==> config.mk <==
export PLATFORM = sky130hd
export DESIGN_NAME = murmur2_stream_hash
export DESIGN_NICKNAME = d
export VERILOG_FILES = /design/src/rtl/m2sh_pkg.sv /design/src/rtl/m2sh_front.sv /design/src/rtl/m2sh_queue.sv /design/src/rtl/m2sh_back.sv /design/src/rtl/murmur2_stream_hash.sv
export SDC_FILE = /design/constraint.sdc
export NUM_CORES = 1
export LEC_CHECK = 0
export BUFFER_PORTS_ARGS = -buffer_cell sky130_fd_sc_hd__buf_2
export CAP_MARGIN = 20
export CORE_MARGIN = 3
export CORE_UTILIZATION = 40
export DETAILED_ROUTE_END_ITERATION = 10
export SLEW_MARGIN = 20
export SYNTH_ARGS = -nofsm -noshare
export SYNTH_HDL_FRONTEND = slang
export SYNTH_SLANG_ARGS = --single-unit
==> constraint.sdc <==
create_clock -name clock -period 33.3 [get_ports clock]
set_input_delay 1.665 -clock clock [delete_from_list [all_inputs] [get_ports clock]]
set_output_delay 1.665 -clock clock [all_outputs]
set_load 0.01 [all_outputs]
==> src/rtl/m2sh_pkg.sv <==
package m2sh_pkg;

   // hash constants
   localparam logic [31:0] MIX_MUL  = 32'h5bd1e995;
   localparam int          SHIFT_K  = 24;
   localparam int          SHIFT_F1 = 13;
   localparam int          SHIFT_F2 = 15;

   // stream widths
   localparam int REQ_TDATA_W = 8;
   localparam int RSP_TDATA_W = 40;
   localparam int DIGEST_W    = 32;
   localparam int PEND_W      = 2;

   // request tuser codes
   localparam logic ACTION_ABSORB  = 1'b0;
   localparam logic ACTION_RESTART = 1'b1;

   // register map
   localparam int                CSR_AW         = 3;
   localparam int                CSR_DW         = 32;
   localparam logic              CSR_SEED_INDEX = 1'b0;

   // job queue between front and back
   localparam int QUEUE_DEPTH = 4;
   localparam int QUEUE_AW    = $clog2(QUEUE_DEPTH);

   typedef enum logic [1:0] {
      OP_RESTART,
      OP_WORD,
      OP_TAIL
   } op_type;

   typedef struct packed {
      op_type              op;
      logic [31:0]         data;   // full word for OP_WORD, tail bytes for OP_TAIL
      logic [PEND_W-1:0]   count;  // pending bytes after this item
   } job_type;

   typedef struct packed {
      logic empty;
      logic full;
   } queue_status_type;

   typedef enum logic [2:0] {
      ST_IDLE,
      ST_KMUL2,
      ST_HMUL,
      ST_FMUL,
      ST_DONE
   } state_type;

endpackage

==> src/rtl/m2sh_front.sv <==
module m2sh_front (
   input  logic                               clock,
   input  logic                               reset,
   input  logic                               req_tvalid,
   output logic                               req_tready,
   input  logic [m2sh_pkg::REQ_TDATA_W-1:0]   req_tdata,
   input  logic                               req_tuser,
   input  m2sh_pkg::queue_status_type         q_status,
   output logic                               push,
   output m2sh_pkg::job_type                  job
);

   logic [m2sh_pkg::PEND_W-1:0] count_ff;
   logic [m2sh_pkg::PEND_W-1:0] count_in;
   logic [7:0]                  bytes_ff [3];
   logic [7:0]                  bytes_in [3];

   assign req_tready = !q_status.full;
   assign push       = req_tvalid && req_tready;

   always_comb begin
      count_in    = count_ff;
      bytes_in    = bytes_ff;
      job.op      = m2sh_pkg::OP_TAIL;
      job.data    = '0;
      job.count   = '0;
      if (req_tuser == m2sh_pkg::ACTION_RESTART) begin
         count_in    = '0;
         bytes_in[0] = '0;
         bytes_in[1] = '0;
         bytes_in[2] = '0;
         job.op      = m2sh_pkg::OP_RESTART;
      end else if (count_ff == 2'd3) begin
         // fourth byte completes a little-endian word
         job.op      = m2sh_pkg::OP_WORD;
         job.data    = {req_tdata, bytes_ff[2], bytes_ff[1], bytes_ff[0]};
         count_in    = '0;
         bytes_in[0] = '0;
         bytes_in[1] = '0;
         bytes_in[2] = '0;
      end else begin
         bytes_in[count_ff] = req_tdata;
         count_in           = count_ff + 2'd1;
         job.op             = m2sh_pkg::OP_TAIL;
         job.data           = {8'h00, bytes_in[2], bytes_in[1], bytes_in[0]};
         job.count          = count_in;
      end
   end

   always_ff @(posedge clock) begin
      if (reset) begin
         count_ff    <= '0;
         bytes_ff[0] <= '0;
         bytes_ff[1] <= '0;
         bytes_ff[2] <= '0;
      end else if (push) begin
         count_ff <= count_in;
         bytes_ff <= bytes_in;
      end
   end

endmodule

==> src/rtl/m2sh_queue.sv <==
module m2sh_queue (
   input  logic                        clock,
   input  logic                        reset,
   input  logic                        push,
   input  m2sh_pkg::job_type           job_in,
   input  logic                        pop,
   output m2sh_pkg::job_type           job_out,
   output m2sh_pkg::queue_status_type  status
);

   m2sh_pkg::job_type               entry_ff [m2sh_pkg::QUEUE_DEPTH];
   logic [m2sh_pkg::QUEUE_AW-1:0]   wr_ptr_ff;
   logic [m2sh_pkg::QUEUE_AW-1:0]   rd_ptr_ff;
   logic [m2sh_pkg::QUEUE_AW:0]     fill_ff;
   logic [m2sh_pkg::QUEUE_AW:0]     fill_in;

   assign job_out      = entry_ff[rd_ptr_ff];
   assign status.empty = (fill_ff == '0);
   assign status.full  = (fill_ff == (m2sh_pkg::QUEUE_AW + 1)'(m2sh_pkg::QUEUE_DEPTH));

   always_comb begin
      fill_in = fill_ff;
      case ({push, pop})
         2'b10:   fill_in = fill_ff + 1'b1;
         2'b01:   fill_in = fill_ff - 1'b1;
         default: fill_in = fill_ff;
      endcase
   end

   always_ff @(posedge clock) begin
      if (reset) begin
         wr_ptr_ff <= '0;
         rd_ptr_ff <= '0;
         fill_ff   <= '0;
      end else begin
         fill_ff <= fill_in;
         if (push) begin
            wr_ptr_ff <= wr_ptr_ff + 1'b1;
         end
         if (pop) begin
            rd_ptr_ff <= rd_ptr_ff + 1'b1;
         end
      end
   end

   always_ff @(posedge clock) begin
      if (push) begin
         entry_ff[wr_ptr_ff] <= job_in;
      end
   end

endmodule

==> src/rtl/m2sh_back.sv <==
module m2sh_back (
   input  logic                               clock,
   input  logic                               reset,
   input  logic [31:0]                        seed,
   input  m2sh_pkg::job_type                  job,
   input  m2sh_pkg::queue_status_type         q_status,
   output logic                               pop,
   output logic                               rsp_tvalid,
   input  logic                               rsp_tready,
   output logic [m2sh_pkg::DIGEST_W-1:0]      digest,
   output logic [m2sh_pkg::PEND_W-1:0]        bytes_pending
);

   m2sh_pkg::state_type          state_ff, state_in;
   logic [31:0]                  acc_ff, acc_in;
   logic [31:0]                  k_ff, k_in;
   logic [31:0]                  hash_ff, hash_in;
   logic [m2sh_pkg::PEND_W-1:0]  pend_ff, pend_in;
   logic                         valid_ff, valid_in;
   logic [31:0]                  digest_ff, digest_in;
   logic [m2sh_pkg::PEND_W-1:0]  bp_ff, bp_in;
   logic [31:0]                  mul_a;
   logic [31:0]                  product;
   logic                         out_free;

   // one shared multiplier, low 32 bits only
   assign product  = mul_a * m2sh_pkg::MIX_MUL;
   assign out_free = !valid_ff || rsp_tready;

   always_comb begin
      state_in  = state_ff;
      acc_in    = acc_ff;
      k_in      = k_ff;
      hash_in   = hash_ff;
      pend_in   = pend_ff;
      valid_in  = valid_ff && !rsp_tready;
      digest_in = digest_ff;
      bp_in     = bp_ff;
      pop       = 1'b0;
      mul_a     = acc_ff ^ (acc_ff >> m2sh_pkg::SHIFT_F1);
      unique case (state_ff)
         m2sh_pkg::ST_IDLE: begin
            if (!q_status.empty) begin
               pop     = 1'b1;
               pend_in = job.count;
               unique case (job.op)
                  m2sh_pkg::OP_RESTART: begin
                     hash_in  = seed;
                     acc_in   = seed;
                     state_in = m2sh_pkg::ST_FMUL;
                  end
                  m2sh_pkg::OP_WORD: begin
                     mul_a    = job.data;
                     acc_in   = product;
                     state_in = m2sh_pkg::ST_KMUL2;
                  end
                  m2sh_pkg::OP_TAIL: begin
                     // tail xor and its multiply in one go
                     mul_a    = hash_ff ^ job.data;
                     acc_in   = product;
                     state_in = m2sh_pkg::ST_FMUL;
                  end
                  default: begin
                     state_in = m2sh_pkg::ST_IDLE;
                  end
               endcase
            end
         end
         m2sh_pkg::ST_KMUL2: begin
            mul_a    = acc_ff ^ (acc_ff >> m2sh_pkg::SHIFT_K);
            k_in     = product;
            state_in = m2sh_pkg::ST_HMUL;
         end
         m2sh_pkg::ST_HMUL: begin
            mul_a    = hash_ff;
            hash_in  = product ^ k_ff;
            acc_in   = product ^ k_ff;
            state_in = m2sh_pkg::ST_FMUL;
         end
         m2sh_pkg::ST_FMUL: begin
            mul_a    = acc_ff ^ (acc_ff >> m2sh_pkg::SHIFT_F1);
            acc_in   = product;
            state_in = m2sh_pkg::ST_DONE;
         end
         m2sh_pkg::ST_DONE: begin
            if (out_free) begin
               valid_in  = 1'b1;
               digest_in = acc_ff ^ (acc_ff >> m2sh_pkg::SHIFT_F2);
               bp_in     = pend_ff;
               state_in  = m2sh_pkg::ST_IDLE;
            end
         end
         default: begin
            state_in = m2sh_pkg::ST_IDLE;
         end
      endcase
   end

   always_ff @(posedge clock) begin
      if (reset) begin
         state_ff <= m2sh_pkg::ST_IDLE;
         valid_ff <= 1'b0;
         hash_ff  <= '0;
      end else begin
         state_ff <= state_in;
         valid_ff <= valid_in;
         hash_ff  <= hash_in;
      end
   end

   always_ff @(posedge clock) begin
      acc_ff    <= acc_in;
      k_ff      <= k_in;
      pend_ff   <= pend_in;
      digest_ff <= digest_in;
      bp_ff     <= bp_in;
   end

   assign rsp_tvalid    = valid_ff;
   assign digest        = digest_ff;
   assign bytes_pending = bp_ff;

`ifndef SYNTHESIS
   a_kmul_to_hmul: assert property (@(posedge clock) disable iff (reset)
      (state_ff == m2sh_pkg::ST_KMUL2) |=> (state_ff == m2sh_pkg::ST_HMUL))
      else $error("word mix did not proceed to hash fold");

   a_done_loads_output: assert property (@(posedge clock) disable iff (reset)
      (state_ff == m2sh_pkg::ST_DONE && out_free) |=> valid_ff)
      else $error("finished digest not presented");

   a_short_job_to_final: assert property (@(posedge clock) disable iff (reset)
      (pop && job.op != m2sh_pkg::OP_WORD) |=> (state_ff == m2sh_pkg::ST_FMUL))
      else $error("restart or tail job skipped finalisation");

   a_word_clears_pending: assert property (@(posedge clock) disable iff (reset)
      (pop && job.op == m2sh_pkg::OP_WORD) |=> (pend_ff == '0))
      else $error("completed word left pending bytes");
`endif

endmodule

==> src/rtl/murmur2_stream_hash.sv <==
// byte-serial murmurhash2 (32-bit) with a digest returned for every item
// request stream: req_tuser selects restart (1) or absorb (0), req_tdata the byte.
// result stream: one item per request, digest of all bytes since the last restart
// plus the count of bytes still waiting for a full word.
// seed register at csr byte address 0; the hash takes it up only on a restart item.
// a front stage assembles bytes into words and queues jobs (four deep); a back
// sequencer with one 32x32 multiplier mixes and finalises, one multiply a cycle.
// in the back a byte completing a word passes through ST_IDLE, ST_KMUL2, ST_HMUL,
// ST_FMUL and ST_DONE; other items go from ST_IDLE straight to ST_FMUL and ST_DONE.
// sustained rate is set by the shared multiplier; the back takes no new job until ST_DONE.
// while the receiver stalls the result stays in the output register; the back
// holds the next digest and the queue absorbs up to four further requests,
// after which req_tready drops.
// reset clears the seed, running hash, pending bytes, queue and output valid.
module murmur2_stream_hash (
   input  logic                               clock,
   input  logic                               reset,
   // request stream
   input  logic                               req_tvalid,
   output logic                               req_tready,
   input  logic [m2sh_pkg::REQ_TDATA_W-1:0]   req_tdata,   // [7:0] data_byte
   input  logic                               req_tuser,   // [0] action
   // result stream
   output logic                               rsp_tvalid,
   input  logic                               rsp_tready,
   output logic [m2sh_pkg::RSP_TDATA_W-1:0]   rsp_tdata,   // [31:0] digest, [33:32] bytes_pending
   // register port
   input  logic                               csr_psel,
   input  logic                               csr_penable,
   input  logic                               csr_pwrite,
   input  logic [m2sh_pkg::CSR_AW-1:0]        csr_paddr,
   input  logic [m2sh_pkg::CSR_DW-1:0]        csr_pwdata,
   output logic [m2sh_pkg::CSR_DW-1:0]        csr_prdata,
   output logic                               csr_pready
);

   logic [31:0]                      seed_ff;
   logic                             csr_wr;
   logic                             push;
   logic                             pop;
   m2sh_pkg::job_type                job_front;
   m2sh_pkg::job_type                job_head;
   m2sh_pkg::queue_status_type       q_status;
   logic [m2sh_pkg::DIGEST_W-1:0]    digest;
   logic [m2sh_pkg::PEND_W-1:0]      bytes_pending;

   assign csr_pready = 1'b1;
   assign csr_wr     = csr_psel && csr_penable && csr_pwrite && csr_pready;
   assign csr_prdata = (csr_paddr[2] == m2sh_pkg::CSR_SEED_INDEX) ? seed_ff : '0;

   always_ff @(posedge clock) begin
      if (reset) begin
         seed_ff <= '0;
      end else if (csr_wr && csr_paddr[2] == m2sh_pkg::CSR_SEED_INDEX) begin
         seed_ff <= csr_pwdata;
      end
   end

   m2sh_front u_front (
      .clock      (clock),
      .reset      (reset),
      .req_tvalid (req_tvalid),
      .req_tready (req_tready),
      .req_tdata  (req_tdata),
      .req_tuser  (req_tuser),
      .q_status   (q_status),
      .push       (push),
      .job        (job_front)
   );

   m2sh_queue u_queue (
      .clock   (clock),
      .reset   (reset),
      .push    (push),
      .job_in  (job_front),
      .pop     (pop),
      .job_out (job_head),
      .status  (q_status)
   );

   m2sh_back u_back (
      .clock         (clock),
      .reset         (reset),
      .seed          (seed_ff),
      .job           (job_head),
      .q_status      (q_status),
      .pop           (pop),
      .rsp_tvalid    (rsp_tvalid),
      .rsp_tready    (rsp_tready),
      .digest        (digest),
      .bytes_pending (bytes_pending)
   );

   assign rsp_tdata = {6'b000000, bytes_pending, digest};

endmodule

==> flow_summary.json, run 1 <==
{
  "timing.final.crit_share_pct": 32.6,
  "antenna_violations_before_repair": 3,
  "num_rows": 91,
  "yosysMostFrequentCell": "inv_1",
  "critical_path.slowest_cell": "o31a_1",
  "critical_path_cell_count": 34,
  "worst_setup_path_start_kind": "flop",
  "clock_insertion_delay_worst_skew_ns": 0.56,
  "maxSlewHeadroom_pct": 26.1,
  "fmaxAchievable_mhz": 92.1,
  "cts_hold_buffers": 0,
  "design.core.area_um2": 62400,
  "syn-cell-area_um2": 25500,
  "first_global_vias": 18100,
  "finalCriticalPeriod_ns": 10.85,
  "vias": 18200,
  "drtAntennaViolNets": 0,
  "dp.final_hpwl_mm": 54.1,
  "critical_path.top_delay_family": "adder cells",
  "final_net_count": 2937,
  "layout-drive-gt1-share_pct": 10.4,
  "grt.overflow.total": 0,
  "cts_setup_buffers": 0,
  "setup.worst_path.class": "flop to flop",
  "critical_path_buf_inv_count": 11,
  "cp.arrival_ns": 11.15,
  "final-max-slew-violation-count": 0,
  "grt_max_degree": 77,
  "max_slew.worst_pin.slew_ns": 1.10,
  "floorplan.initialDensity_pct": 40.8,
  "synth.lib_cells_used.distinct": 72,
  "cts_resized": 0,
  "critPathMaxFanout": 36,
  "multi_input_comb_area_um2": 14200,
  "pin_count": 126,
  "post-synth-top-area-fraction_pct": 28.7,
  "numPortBuffers": 116,
  "avgRoutedWirePerCell_um": 21.9,
  "layout.filler_cells": 5951,
  "grt_setup_unrepaired": "no",
  "ctsHtreeMaxLevel": 2,
  "detail_route.wirelength_mm": 73.1,
  "critical_path.max_stage_delay_ns": 0.77,
  "cp_data_required_time_ns": 33.60,
  "ys_warn_count": 0,
  "slack_of_the_worst_reg_to_reg_path_ns": 22.45,
  "clock_tree.buffer_depth": 3,
  "vias_per_cell": 5.46,
  "num_antenna_cells": 0,
  "remaining_drc_errors": 0,
  "groute.usage.overall_pct": 21.9,
  "final.setup_skew_ns": 0.0241,
  "yosys.area.top_type": "edfxtp_1",
  "critical-path-top-cell-by-count": "inv_1",
  "tritoncts_clock_tree": "yes",
  "wire_length_of_the_first_global_routing_pass_mm": 111,
  "async_flop_share_pct": 0,
  "avg_synthesized_cell_area_um2": 10.6,
  "run_status": "complete, no violations",
  "clock-root-buffer": "clkbuf_16",
  "timing.critical_path.to_type": "flop",
  "syn2layout_area_growth_pct": 9.92,
  "die_w_um": 258,
  "area.sequential_um2": 9390,
  "finalSetupViolCount": 0,
  "synth.top_cells.by_count": "373 x inv_1, 244 x edfxtp_1, 230 x ha_1, 188 x nand2_1, 182 x fa_1",
  "die_y_um": 258,
  "design.die.area_um2": 66800,
  "reg2regPathDepth": 34,
  "report.final.hold_viol_count": 0,
  "drv.max_cap_violation_count": 0,
  "yosys_register_bits": 347,
  "synth_top_flop_cell": "edfxtp_1",
  "detail_route.iter0.violations": 1619,
  "clk_pin_slew_ns": 0.06,
  "syn_inst": 2412,
  "tritoncts.num_buffers": 37,
  "drt_first_pass_iters": 8,
  "crit_path_end": "u_back.acc_ff[31]",
  "synth_sequential_area_ratio_pct": 36.8,
  "cts.sink_count": 347,
  "synth.area.top_cells": "edfxtp_1 29%, fa_1 14%, ha_1 11%",
  "timing.setup.tns_ns": 0,
  "hold_path.class": "flop to flop",
  "number_of_enable_type_register_cells_in_the_synthesized_netlist": 244,
  "final_replace_weighted_congestion": 0.883,
  "critical_path.reg2reg.endpoint": "u_back.acc_ff[31]"
}
## routing by layer
metal  vias up  part of all wire (%)  track usage [%]
met5         -                 0.016                0
met4         2                   4.1             8.60
met3       145                   7.5             4.47
met2       677                    46             34.3
met1      9097                    43             29.9
li1       8309                     -                -
## cells in the final DEF, fill, tap and decap left out, drive strengths merged, types with 7 or more instances in the layout
cell    netlist  routed
and2         18      18
xnor2        73      73
nand2b       13      13
clkbuf      108      52
xor2         73      73
mux4         36      36
nor3b        11      11
a211oi       28      28
o21ai        75      75
o22ai        13      13
conb          2       7
nand2       188     188
fa          182     182
nand3        11      11
clkinv        1      12
a221o        19      19
a31oi        12      12
inv         373     377
buf          23     149
edfxtp      244     244
dfxtp       103     103
a21o         23      23
ha          230     230
o211ai       10      10
mux2i        21      21
nor2b        53      53
a22oi        31      31
a221oi       21      21
nand3b       14      14
a21oi       135     135
nor3         16      16
and3         14      14
or3           9       9
nor2        151     151
## worst register-to-register path: cells and delay by family (launching register included)
family / cells / cell delay [ns]
flops: 1 / 0.31
xor+xnor: 2 / 0.75
compound gates: 9 / 2.74
simple gates: 1 / 0.15
fa+ha+maj: 10 / 4.36
buf+inv: 11 / 1.60
mux: 1 / 0.69
## kinds of logic after synthesis
family,Yosys count,share of synthesized area [%]
DFF,347,36.8
buffers and inverters,505,7.60
other,2,0.0295
adders and majority gates,412,25.6
xor gates and xnor gates,153,5.65
AOI/OAI and AO/OA,422,10.8
muxes,58,4.12
and+or+nand+nor,513,9.37
## how the worst min path moves through the flow
| stage | start | cells past startpoint | slack, ns | end |
|---|---|---|---|---|
| after floorplan | u_back.pend_ff[0] | 0 | 0.40 | u_back.bytes_pending[0] |
| after global placement | u_back.pend_ff[1] | 0 | 0.44 | u_back.bytes_pending[1] |
| after detailed placement | u_back.pend_ff[0] | 0 | 0.41 | u_back.bytes_pending[0] |
| after CTS | u_back.pend_ff[1] | 0 | 0.44 | u_back.bytes_pending[1] |
| after global routing | u_back.pend_ff[1] | 0 | 0.45 | u_back.bytes_pending[1] |
| final | u_back.pend_ff[1] | 0 | 0.44 | u_back.bytes_pending[1] |
## flip-flops by register name, indices dropped and copies added, names as in the netlist, named ones only
signal	flops
u_back.acc_ff	32
u_front.bytes_ff	24
u_back.digest	32
u_queue.wr_ptr_ff	2
u_back.rsp_tvalid	1
u_queue.entry_ff	144
u_back.k_ff	32
u_front.count_ff	2
u_back.pend_ff	2
u_back.bytes_pending	2
seed_ff	32
u_back.state_ff	3
u_back.hash_ff	32
u_queue.rd_ptr_ff	2
u_queue.fill_ff	3
## per-stage QoR
step / std cells / util, % / hold WS [ns] / setup slack, ns / instance area (um2)
6_report: 3340 / 44.9 / 0.437 / 22.45 / 28000
5_1_grt: 3340 / 44.9 / 0.452 / 21.95 / 28000
4_1_cts: 3340 / 44.9 / 0.440 / 22.50 / 28000
3_5_place_dp: 3272 / 43.1 / 0.407 / 22.57 / 26900
3_3_place_gp: 3272 / 43.1 / 0.440 / 22.57 / 26900
2_1_floorplan: 2417 / - / 0.400 / 22.83 / 25500
## cell type report
type | instances | area share [%]
Tap cell | 837 | 3.74
Timing Repair Buffer | 149 | 2.97
Multi-Input combinational cell | 1565 | 50.8
Clock inverter | 16 | 0.384
Sequential cell | 347 | 33.5
Clock buffer | 52 | 3.58
Inverter | 374 | 5.01
Power of run 1 is left out: the tool's default activity adds up to more than one toggle a clock period on the data nets, which glitch-free logic cannot reach.
==> run 2, diff against run 1 <==
==> constraint.sdc (replaced) <==
create_clock -name clock -period 11.1 [get_ports clock]
set_input_delay 0.555 -clock clock [delete_from_list [all_inputs] [get_ports clock]]
set_output_delay 0.555 -clock clock [all_outputs]
set_load 0.01 [all_outputs]
==> run 2 against run 1 <==
Maximum frequency is 8.0% higher. Sequential share of layout area is 0.16 points lower. Worst setup slack lost 21 ns. Largest cell class unchanged.
==> flow_summary.json, run 2 (synthesis gave the netlist of run 1 again) <==
{
  "num_rows": 91,
  "worst_setup_path_start_kind": "flop",
  "timing.setup.tns_ns": 0,
  "hold_path.class": "input port to flop",
  "ctsHtreeMaxLevel": 2,
  "clk_pin_slew_ns": 0.06,
  "detail_route.iter0.violations": 1528,
  "final.setup_skew_ns": 0.0205,
  "timing.critical_path.to_type": "flop",
  "layout.filler_cells": 5968,
  "first_global_vias": 18400,
  "grt.overflow.total": 0,
  "layout-drive-gt1-share_pct": 10.4,
  "max_slew.worst_pin.slew_ns": 1.07,
  "finalSetupViolCount": 0,
  "reg2regPathDepth": 27,
  "maxSlewHeadroom_pct": 28.7,
  "cp.arrival_ns": 10.33,
  "avgRoutedWirePerCell_um": 22.0,
  "min_delay_path_depth": 3,
  "cts_hold_buffers": 0,
  "antenna_violations_before_repair": 3,
  "critical-path-top-cell-by-count": "fa_1",
  "tritoncts.num_buffers": 38,
  "final-max-slew-violation-count": 0,
  "detail_route.wirelength_mm": 73.5,
  "critical_path.slowest_cell": "dfxtp_1",
  "setup.worst_path.class": "flop to flop",
  "area.sequential_um2": 9390,
  "fmaxAchievable_mhz": 99.5,
  "remaining_drc_errors": 0,
  "design.die.area_um2": 66800,
  "cp_data_required_time_ns": 11.38,
  "critPathMaxFanout": 22,
  "groute.usage.overall_pct": 22.1,
  "multi_input_comb_area_um2": 14200,
  "drtAntennaViolNets": 0,
  "num_antenna_cells": 0,
  "clock_tree.buffer_depth": 3,
  "die_y_um": 258,
  "cts.sink_count": 347,
  "cts_resized": 0,
  "die_w_um": 258,
  "report.final.hold_viol_count": 0,
  "drv.max_cap_violation_count": 0,
  "run_status": "complete, no violations",
  "clock-root-buffer": "clkbuf_16",
  "final_net_count": 2944,
  "pin_count": 126,
  "mostFrequentLayoutCells": "373 x inv_1, 244 x edfxtp_1, 230 x ha_1, 188 x nand2_1, 182 x fa_1",
  "drt_first_pass_iters": 8,
  "numPortBuffers": 116,
  "floorplan.initialDensity_pct": 40.8,
  "dp.final_hpwl_mm": 54.5,
  "clock_insertion_delay_worst_skew_ns": 0.56,
  "tritoncts_clock_tree": "yes",
  "largest_register_ffs": 144,
  "design.core.area_um2": 62400,
  "syn2layout_area_growth_pct": 10.4,
  "timing.final.crit_share_pct": 90.6,
  "wire_length_of_the_first_global_routing_pass_mm": 112,
  "largest_register": "u_queue.entry_ff",
  "vias_per_cell": 5.46,
  "critical_path.max_stage_delay_ns": 0.89,
  "cts_setup_buffers": 0,
  "finalCriticalPeriod_ns": 10.05,
  "grt_setup_unrepaired": "no",
  "vias": 18300,
  "grt_max_degree": 75,
  "final_replace_weighted_congestion": 0.897,
  "layout_commonest_cell": "inv_1"
}
[run 2: path summary, 6_finish.rpt]
check | startpoint | endpoint | slack, ns
worst max register to register | u_back.state_ff[2] | u_back.acc_ff[27] | 1.05
worst max-delay path | u_back.state_ff[2] | u_back.acc_ff[27] | 1.05
worst min register to register | u_back.pend_ff[1] | u_back.bytes_pending[1] | 0.44
worst min-delay path | csr_pwdata[2] | seed_ff[2] | 0.23
[run 2: final cells by class]
class | count | share of cell area, %
tap | 837 | 3.72
timing repair buffer | 155 | 3.11
clock inverter | 16 | 0.587
multi-input combinational | 1565 | 50.5
sequential | 347 | 33.4
inverter | 374 | 4.99
clock buffer | 52 | 3.71
[run 2: worst max-delay path, delay by kind of cell (launching register included)]
family,cells,cell delay [ns]
compound gates,5,1.47
flops,1,0.89
xor+xnor,2,0.73
buf+inv,5,1.02
simple gates,6,1.53
fa+ha+maj,9,4.09
[run 2: stage by stage]
step                hold slack (ns)  cell area (um2)  worst slack (ns)  cells  util (%)
floorplan                     0.400            25500             0.635   2417         -
finish                        0.230            28100              1.05   3346      45.1
global placement              0.434            26900              1.39   3278      43.2
CTS                           0.203            28100              1.27   3346      45.1
global route                  0.217            28100             0.669   3346      45.1
detailed placement            0.408            26900              1.28   3278      43.2
[run 2: routing by layer]
layer | vias to the layer above | wire length, um | GRT usage [%]
li1 | 8312 | - | -
met5 | - | 18 | 0
met2 | 638 | 34000 | 35.0
met1 | 9177 | 31500 | 29.9
met4 | 2 | 3030 | 8.78
met3 | 146 | 4930 | 4.22
Power of run 2 is left out for the same reason.
